## src/mmst_pkg.sv

```systemverilog
// ---------------------------------------------------------------------------
// mmst_pkg
// Shared types, constants and helpers for the min/max segment tree block.
// ---------------------------------------------------------------------------
`timescale 1ns / 1ps
`default_nettype none

package mmst_pkg;

  localparam int DEF_LEAVES = 1024;
  localparam int DATA_W     = 32;
  localparam int OP_W       = 2;
  localparam int FIRST_W    = 10;
  localparam int END_W      = 11;
  localparam int USED_W     = 11;

  localparam logic [USED_W-1:0] USED_SIZE_RST = 11'd1024;

  localparam logic signed [DATA_W-1:0] INT_MAX = 32'sh7fff_ffff;
  localparam logic signed [DATA_W-1:0] INT_MIN = 32'sh8000_0000;

  typedef enum logic [OP_W-1:0] {
    OP_WR_MIN = 2'd0,
    OP_WR_MAX = 2'd1,
    OP_Q_MIN  = 2'd2,
    OP_Q_MAX  = 2'd3
  } op_t;

  typedef enum logic [2:0] {
    ST_CLEAR,
    ST_IDLE,
    ST_W_LEAF,
    ST_W_FOLD,
    ST_Q_STEP
  } state_t;

  // identity of the fold: nothing beats it
  function automatic logic signed [DATA_W-1:0] mmst_ident(input logic is_max);
    return is_max ? INT_MIN : INT_MAX;
  endfunction

endpackage

`default_nettype wire

```

## src/mmst_cmp.sv

```systemverilog
// ---------------------------------------------------------------------------
// mmst_cmp
// Shared signed compare unit: picks the minimum or the maximum of two words.
// ---------------------------------------------------------------------------
`timescale 1ns / 1ps
`default_nettype none

module mmst_cmp
  import mmst_pkg::*;
(
  input  wire logic                     is_max,
  input  wire logic signed [DATA_W-1:0] a,
  input  wire logic signed [DATA_W-1:0] b,
  output logic signed [DATA_W-1:0]      y
);

  always_comb begin
    if (is_max) begin
      y = (b > a) ? b : a;
    end else begin
      y = (b < a) ? b : a;
    end
  end

endmodule

`default_nettype wire

```

## src/mmst_seq.sv

```systemverilog
// ---------------------------------------------------------------------------
// mmst_seq
// Sequencer: clearing pass, leaf write with ancestor update, range query.
// ---------------------------------------------------------------------------
`timescale 1ns / 1ps
`default_nettype none

module mmst_seq
  import mmst_pkg::*;
#(
  parameter int LEAVES = DEF_LEAVES
) (
  input  wire logic                          clk,
  input  wire logic                          rst_n,
  input  wire logic                          start,
  output logic                               busy,
  input  wire logic [OP_W-1:0]               op,
  input  wire logic [FIRST_W-1:0]            first_index,
  input  wire logic [END_W-1:0]              end_index,
  input  wire logic signed [DATA_W-1:0]      value,
  input  wire logic [$clog2(LEAVES):0]       n_eff,
  output logic                               mem_we,
  output logic [$clog2(LEAVES)+1:0]          mem_waddr,
  output logic signed [DATA_W-1:0]           mem_wdata,
  output logic [$clog2(LEAVES)+1:0]          mem_raddr,
  input  wire logic signed [DATA_W-1:0]      mem_rdata,
  output logic                               out_strobe,
  output logic signed [DATA_W-1:0]           out_query_result
);

  localparam int AW  = $clog2(LEAVES) + 1;          // node index bits
  localparam int MAW = AW + 1;                      // tree bit + node index
  localparam int NW  = (AW + 1 > END_W + 1) ? AW + 1 : END_W + 1;

  state_t                   state_r, state_nxt;
  logic [AW-1:0]            k_r, k_nxt;
  logic [AW:0]              l_r, l_nxt;
  logic [AW:0]              r_r, r_nxt;
  logic                     tree_r, tree_nxt;
  logic                     pend_r, pend_nxt;
  logic signed [DATA_W-1:0] acc_r, acc_nxt;
  logic [MAW-1:0]           clr_r, clr_nxt;
  logic                     strobe_r, strobe_nxt;
  logic signed [DATA_W-1:0] result_r, result_nxt;

  logic [NW-1:0]            first_w, end_w, n_w, end_c;
  logic [AW-1:0]            parent;
  logic signed [DATA_W-1:0] cmp_y;
  logic                     op_max;

  // single compare unit shared by the write climb and the query fold
  mmst_cmp u_cmp (
    .is_max (tree_r),
    .a      (acc_r),
    .b      (mem_rdata),
    .y      (cmp_y)
  );

  always_ff @(posedge clk) begin
    if (!rst_n) begin
      state_r  <= ST_CLEAR;
      clr_r    <= '0;
      pend_r   <= 1'b0;
      strobe_r <= 1'b0;
    end else begin
      state_r  <= state_nxt;
      clr_r    <= clr_nxt;
      pend_r   <= pend_nxt;
      strobe_r <= strobe_nxt;
    end
  end

  always_ff @(posedge clk) begin
    k_r      <= k_nxt;
    l_r      <= l_nxt;
    r_r      <= r_nxt;
    tree_r   <= tree_nxt;
    acc_r    <= acc_nxt;
    result_r <= result_nxt;
  end

  always_comb begin
    first_w = NW'(first_index);
    end_w   = NW'(end_index);
    n_w     = NW'(n_eff);
    end_c   = (end_w > n_w) ? n_w : end_w;
    parent  = k_r >> 1;
    op_max  = (op_t'(op) == OP_WR_MAX) || (op_t'(op) == OP_Q_MAX);

    state_nxt  = state_r;
    k_nxt      = k_r;
    l_nxt      = l_r;
    r_nxt      = r_r;
    tree_nxt   = tree_r;
    acc_nxt    = acc_r;
    clr_nxt    = clr_r;
    pend_nxt   = 1'b0;
    strobe_nxt = 1'b0;
    result_nxt = result_r;

    mem_we    = 1'b0;
    mem_waddr = {tree_r, k_r};
    mem_wdata = acc_r;
    mem_raddr = {tree_r, k_r ^ AW'(1)};

    unique case (state_r)
      ST_CLEAR: begin
        mem_we    = 1'b1;
        mem_waddr = clr_r;
        mem_wdata = '0;
        clr_nxt   = clr_r + MAW'(1);
        if (clr_r == '1) begin
          state_nxt = ST_IDLE;
        end
      end

      ST_IDLE: begin
        if (start) begin
          tree_nxt = op_max;
          unique case (op_t'(op))
            OP_WR_MIN, OP_WR_MAX: begin
              // writes beyond the used size are dropped
              if (first_w < n_w) begin
                k_nxt     = AW'(first_w + n_w);
                acc_nxt   = value;
                state_nxt = ST_W_LEAF;
              end
            end
            OP_Q_MIN, OP_Q_MAX: begin
              if (first_w >= end_c) begin
                strobe_nxt = 1'b1;
                result_nxt = mmst_ident(op_max);
              end else begin
                l_nxt     = (AW+1)'(first_w + n_w);
                r_nxt     = (AW+1)'(end_c + n_w);
                acc_nxt   = mmst_ident(op_max);
                state_nxt = ST_Q_STEP;
              end
            end
            default: begin
            end
          endcase
        end
      end

      ST_W_LEAF: begin
        // store the leaf and fetch its sibling in the same beat
        mem_we = 1'b1;
        if (k_r == AW'(1)) begin
          state_nxt = ST_IDLE;
        end else begin
          state_nxt = ST_W_FOLD;
        end
      end

      ST_W_FOLD: begin
        mem_we    = 1'b1;
        mem_waddr = {tree_r, parent};
        mem_wdata = cmp_y;
        mem_raddr = {tree_r, parent ^ AW'(1)};
        acc_nxt   = cmp_y;
        k_nxt     = parent;
        if (parent == AW'(1)) begin
          state_nxt = ST_IDLE;
        end
      end

      ST_Q_STEP: begin
        // fold the word fetched last beat
        if (pend_r) begin
          acc_nxt = cmp_y;
        end
        mem_raddr = {tree_r, l_r[AW-1:0]};
        if (l_r < r_r) begin
          if (l_r[0]) begin
            pend_nxt = 1'b1;
            if (r_r[0]) begin
              l_nxt = l_r + (AW+1)'(1);
            end else begin
              l_nxt = (l_r + (AW+1)'(1)) >> 1;
              r_nxt = r_r >> 1;
            end
          end else if (r_r[0]) begin
            pend_nxt  = 1'b1;
            mem_raddr = {tree_r, r_r[AW-1:0] - AW'(1)};
            l_nxt     = l_r >> 1;
            r_nxt     = r_r >> 1;
          end else begin
            l_nxt = l_r >> 1;
            r_nxt = r_r >> 1;
          end
        end else begin
          strobe_nxt = 1'b1;
          result_nxt = pend_r ? cmp_y : acc_r;
          state_nxt  = ST_IDLE;
        end
      end

      default: begin
        state_nxt = ST_IDLE;
      end
    endcase
  end

  assign busy             = (state_r != ST_IDLE);
  assign out_strobe       = strobe_r;
  assign out_query_result = result_r;

endmodule

`default_nettype wire

```

## config.mk

```make
export PLATFORM = sky130hd
export DESIGN_NAME = mmst_seq
export DESIGN_NICKNAME = d
export VERILOG_FILES = /design/src/mmst_pkg.sv /design/src/mmst_cmp.sv /design/src/mmst_seq.sv
export SDC_FILE = /design/constraint.sdc
export NUM_CORES = 1
export LEC_CHECK = 0
export BUFFER_PORTS_ARGS = -buffer_cell sky130_fd_sc_hd__buf_2
export CAP_MARGIN = 20
export CORE_MARGIN = 8
export CORE_UTILIZATION = 35
export DETAILED_ROUTE_END_ITERATION = 10
export GPL_TIMING_DRIVEN = 0
export PLACE_DENSITY = 0.66
export SLEW_MARGIN = 20
export SYNTH_ARGS = -nofsm -noshare
export SYNTH_HDL_FRONTEND = slang
export SYNTH_SLANG_ARGS = --single-unit
```

## constraint.sdc

```tcl
create_clock -name clk -period 7.8 [get_ports clk]
set_input_delay 2.34 -clock clk [delete_from_list [all_inputs] [get_ports clk]]
set_output_delay 2.34 -clock clk [all_outputs]
set_load 0.03 [all_outputs]
```

Yosys cells after proc, flatten, opt, wreduce, memory -nomap -nowiden
Index checks and enable logic that the tools add are counted. W data, S select, Z words.

Register bits: 117. Word-level logic and storage cells: 122.

Add/subtract/negate cells: 5. $lt $le $gt $ge: 6. Equality and inequality tests: 24. Muxes and demuxes: 57. Bitwise operators: 2. Reduce and logical (&&, ||, !) cells: 17.

Operator list (number): $mux W32 (12); $pmux W32 S2 (3); $mux W12 (12); $pmux W32 S3 (1); $mux W11 (7); $pmux W12 S2 (3); $pmux W11 S2 (2); $gt A32 B32 Y1 (1); $lt A32 B32 Y1 (1); $add A12 B1 Y12 const B (2); $mux W3 (6); $ne A2 B2 Y1 const B (9); $pmux W3 S5 (1); $add A10 B11 Y12 (1); $add A11 B11 Y12 (1); $eq A12 B12 Y1 const B (1); $lt A12 B12 Y1 (1); $reduce_and A6 Y1 (2); $eq A11 B1 Y1 const B (1); $ge A10 B11 Y1 (1); $gt A11 B11 Y1 (1); $lt A10 B11 Y1 (1); $sub A11 B1 Y11 const B (1); $eq A10 B1 Y1 const B (1); other kinds (24) (39).

Logic depth before layout (Yosys ltp)
Depth in word-level cells: 7. Depth in mapped cells: 21. Mapped depth without buffers: 20.

Hierarchy
Synthesis repeated with hierarchy kept, for this count alone.

Cells, all modules: 1446. Area, all modules: 11931.4 um^2.

Modules (own cells, without submodules): mmst_seq (times used 1, cells an instance 923, area each 8703.3 um^2, sequential area each 3343.2 um^2); mmst_cmp (times used 1, cells an instance 523, area each 3228.1 um^2, sequential area each 0.0 um^2).

Worst setup path after synthesis
No wires, ideal clock.

Kind: input to output. Start: input mem_rdata[29]. End: output mem_wdata[17]. Arrival: 4982 ps. Path slack: 478 ps. Stages on the path: 10. Cell sequence: ha_1 > a21o_1 > a21o_1 > a221oi_2 > o21ai_1 > o311ai_2 > a21oi_2 > buf_2 > buf_4 > o31ai_1.

Cells in the longest elaborated chain, start to end: 4. Elaborated cells on any way between the ends: 6. Classes of those cells: order compare (2); mux (4).

RTL lines: start, declared (line mmst_seq.sv:26) `input wire logic signed [DATA_W-1:0] mem_rdata,`; $lt A32 B32 Y1 / $gt A32 B32 Y1 (equally long branches) (line mmst_cmp.sv:21, mmst_cmp.sv:19); $mux W32 (on tied branches) (line mmst_cmp.sv:21, mmst_cmp.sv:19); $mux W32 * (line mmst_cmp.sv:18) `if (is_max) begin`; $pmux W32 S2 * (line mmst_seq.sv:106) `unique case (state_r)`; end, declared (line mmst_seq.sv:24) `output logic signed [DATA_W-1:0] mem_wdata,`.

Every way passes the cells marked *; elsewhere a longest branch is shown, timed or not.

Worst setup path after layout
Start: input mem_rdata[31]. End: output mem_wdata[31].

Same word-level chain as after synthesis.

==> run_results.csv <==
group,metric,value,unit
critical_path,rrSetupSlack,4.31,ns
logic_synthesis,synthTopCellsByCount,"nand2_1 (131), a21oi_1 (105), edfxtp_1 (100)",
critical_path,crit_type,"primary input to output pin",
place,dp_hpwl,27600,microns
place,gp_congestion,0.924,
logic_synthesis,ys.warnings.count,0,
route,wl_per_cell,21.0,microns
pwr,seqPwrFrac,0.298,
clocking,cts_root_buf,"clkbuf_16",
critical_path,path_cells,"buf_2 > ha_1 > nand4_1 > nor4_4 > a221oi_2 > o21ai_1 > o311ai_2 > a21oi_4 > clkbuf_2 > o31ai_1 > buf_4",
sta,fin_worst_skew,0.00897,ns
clocking,cts.sinks,117,
floorplanning,rows,61,
logic_synthesis,yosysMostFrequentCell,"nand2_1",
route,avgViaCountPerCell,5.66,
route,detail-route-antenna-nets,0,
floorplanning,die-area,33400,sq um
logic_synthesis,ys_seq_area_frac,0.343,
logic_synthesis,synth_area_leader_cell,"edfxtp_1",
clocking,cts_tree,"built",
route,first_pass_iters,5,
sta,max_freq,0.129,GHz
route,drc,0,
pwr,p_per_area,237,nW/um^2
pwr,internal_power,1630,uW
grt,grt_max_degree,21,
sta,worstMarginPinSlew,0.942,ns
pwr,power_frac_comb,0.427,
sta,layout_setup_ws,0.0657,ns
critical_path,critPathLaunch,"mem_rdata[31]",
critical_path,critPathRequiredTime,5.46,ns
floorplanning,core-area,27600,sq um
place,io_buffers,190,
sta,setup_tns,0,ns
logic_synthesis,synth-edff-count,100,
critical_path,max_stage_delay,0.59,ns
pwr,ir_worst_vdd,0.150,mV
logic_synthesis,async_flop_share,0,
finish,drive_above_1_share,0.204,
logic_synthesis,synth.top_cells.by_area,"edfxtp_1 (31%), ha_1 (12%), a21oi_1 (5.4%)",
place,place_area,11300,sq um
floorplanning,die_width,183,microns
sta,rsz0062_at_grt,"no",
logic_synthesis,synth.net_count,1285,
place,place_ws,-0.0679,ns
route,drt_iter0_drc,879,
critical_path,crit_arrival,5.39,ns
clocking,numCtsBuffers,17,
hold_path,hp-class,"flop to flop",
clocking,clock_latency,0.43,ns
pwr,p_total,2810,uW
critical_path,crit_end,"mem_wdata[31]",
critical_path,startpoint_type,"primary input",
grt,grt_usage,0.208,
grt,overflow,0,
logic_synthesis,synth_top_area_frac,0.308,
critical_path,r2r_cells,12,
finish,fillers,2799,
sta,period_needed,7.73,ns
grt,grt_pass1_wl,54300,microns
sta,slew_headroom,0.367,
critical_path,crit_slowest_cell,"o31ai_1",
clocking,htree_levels,4,
hold_path,holdCritStartpoint,"r_r[8]",
floorplanning,die_h,183,microns
finish,area_growth,21.7,%
logic_synthesis,syn-cell-area,9740,sq um
sta,finalMaxSlewViolations,0,
logic_synthesis,syn_area_per_cell,8.98,sq um
grt,grt_pass1_vias,9630,
finish,final_cell_count_no_fill,1690,
floorplanning,io_pins,192,
sta,hold_viol,0,
critical_path,crit_path_end_kind,"output pin",
sta,period_share,0.992,
critical_path,r2r_end,"acc_r[10]",
clocking,cts_setup_buffers,0,
logic_synthesis,ys_seq_elements,117,
logic_synthesis,synth_cell_types,64,
clocking,clk_pin_slew_worst_paths,0.05,ns
flow_run,cap_violations,0,
pwr,switchingPower,1180,uW
pwr,clkPwrFrac,0.275,
clocking,clock_path_buffers,2,
logic_synthesis,ys.flop_type,"edfxtp_1",
place,dp.cells,1657,
critical_path,crit_fanout,10,
pwr,power.share.switching,0.418,
run_status,run_status,"finished clean",
route,finalWirelength,35400,microns
grt,antenna_found_initial,2,
finish,final_area,11900,sq um
route,vias,9557,
finish,nets,1498,
pwr,power_leakage,0.00505,uW
floorplanning,start_util,0.353,
critical_path,r2r_start,"acc_r[29]",
sta,setup-violations-final,0,
logic_synthesis,synthCells,1085,
==> cell type report <==
type / instances / area [sq um] / share of cell area
antenna: 1 / 2.50 / 0.000211
buffer: 68 / 328 / 0.0276
clock buffer: 18 / 429 / 0.0362
clock inverter: 14 / 136 / 0.0115
inverter: 88 / 330 / 0.0279
multi-input combinational: 812 / 5790 / 0.488
sequential: 117 / 3340 / 0.282
tap: 378 / 473 / 0.0399
timing repair buffer: 194 / 1030 / 0.0865
==> kinds of logic (layout without fill, tap and decap cells) <==
kind of cell / after synthesis / after routing / share of synthesized area
buffers and inverters: 156 / 382 / 0.0670
XOR/XNOR: 38 / 38 / 0.0342
adder cells (fa/ha/maj): 99 / 99 / 0.129
AND/OR/NAND/NOR: 281 / 281 / 0.135
multiplexers: 60 / 60 / 0.0630
AO/OA/AOI/OAI: 334 / 334 / 0.229
flip-flops: 117 / 117 / 0.343
other: 0 / 1 / 0
==> through the flow <==
step                hold WS (ns)  utilization
finish                     0.589        0.429
global route               0.634        0.429
CTS                        0.595        0.428
detailed placement         0.582        0.407
global placement           0.569        0.404
floorplan                  0.537            -
==> flip-flops by register name, indices dropped and copies added (netlist names) <==
signal	cells
acc_r	32
out_query_result	32
clr_r	12
l_r	12
r_r	12
k_r	11
state_r	3
out_strobe	1
pend_r	1
tree_r	1
==> critical path: cells and delay by family <==
kind	cells	cell delay (ns)
AO/OA/AOI/OAI	5	1.66
adder cells (fa/ha/maj)	1	0.39
buffers and inverters	3	0.70
AND/OR/NAND/NOR	2	0.29
==> power groups by stage <==
stage          combinational (uW)  sequential, uW  clock [uW]
3_5_place_dp                 1180             846           0
6_report                     1200             836         773
2_1_floorplan                 777             837           0
4_1_cts                      1190             832         774
3_3_place_gp                 1150             846           0
5_1_grt                      1300             841         805
==> per-layer routing <==
| layer | track usage | vias to the layer above | wire [microns] |
|---|---|---|---|
| li1 | - | 4464 | - |
| met1 | 0.259 | 4483 | 14400 |
| met2 | 0.349 | 543 | 16400 |
| met3 | 0.0479 | 65 | 3580 |
| met4 | 0.0764 | 2 | 1040 |
| met5 | 0 | - | 13 |
==> layout by cell type (no fill, tap or decap), types with 10 or more instances in the layout <==
| master | n |
|---|---|
| a221o_1 | 21 |
| dfxtp_1 | 17 |
| buf_2 | 192 |
| nor2_1 | 43 |
| a21o_1 | 20 |
| nand2b_1 | 10 |
| xnor2_1 | 28 |
| nand4_1 | 18 |
| edfxtp_1 | 100 |
| a21oi_1 | 105 |
| clkbuf_1 | 48 |
| mux2_2 | 11 |
| o31ai_1 | 34 |
| buf_4 | 13 |
| ha_1 | 97 |
| nand2_1 | 131 |
| a22oi_1 | 14 |
| mux2i_1 | 49 |
| clkbuf_16 | 17 |
| a21boi_0 | 13 |
| inv_1 | 87 |
| and2_1 | 15 |
| nand3_1 | 24 |
| o21ai_0 | 46 |
| xor2_1 | 10 |
| o221ai_1 | 14 |
| a2bb2oi_1 | 12 |
==> worst min path at each step <==
stage / depth (start not counted) / slack (ns) / to
CTS: 2 / 0.59 / clr_r[1]
finish: 2 / 0.59 / r_r[7]
global placement: 2 / 0.57 / clr_r[1]
global route: 2 / 0.63 / clr_r[1]
detailed placement: 2 / 0.58 / r_r[7]
floorplan: 2 / 0.54 / clr_r[1]
==> repair_timing <==
item	4_1_cts	5_1_grt
hold buffers	0	0
resized for setup	5	3
endpoints found under the setup margin	4	32
pin swaps	0	0
Note: power is estimated with default switching activity, not from simulation.
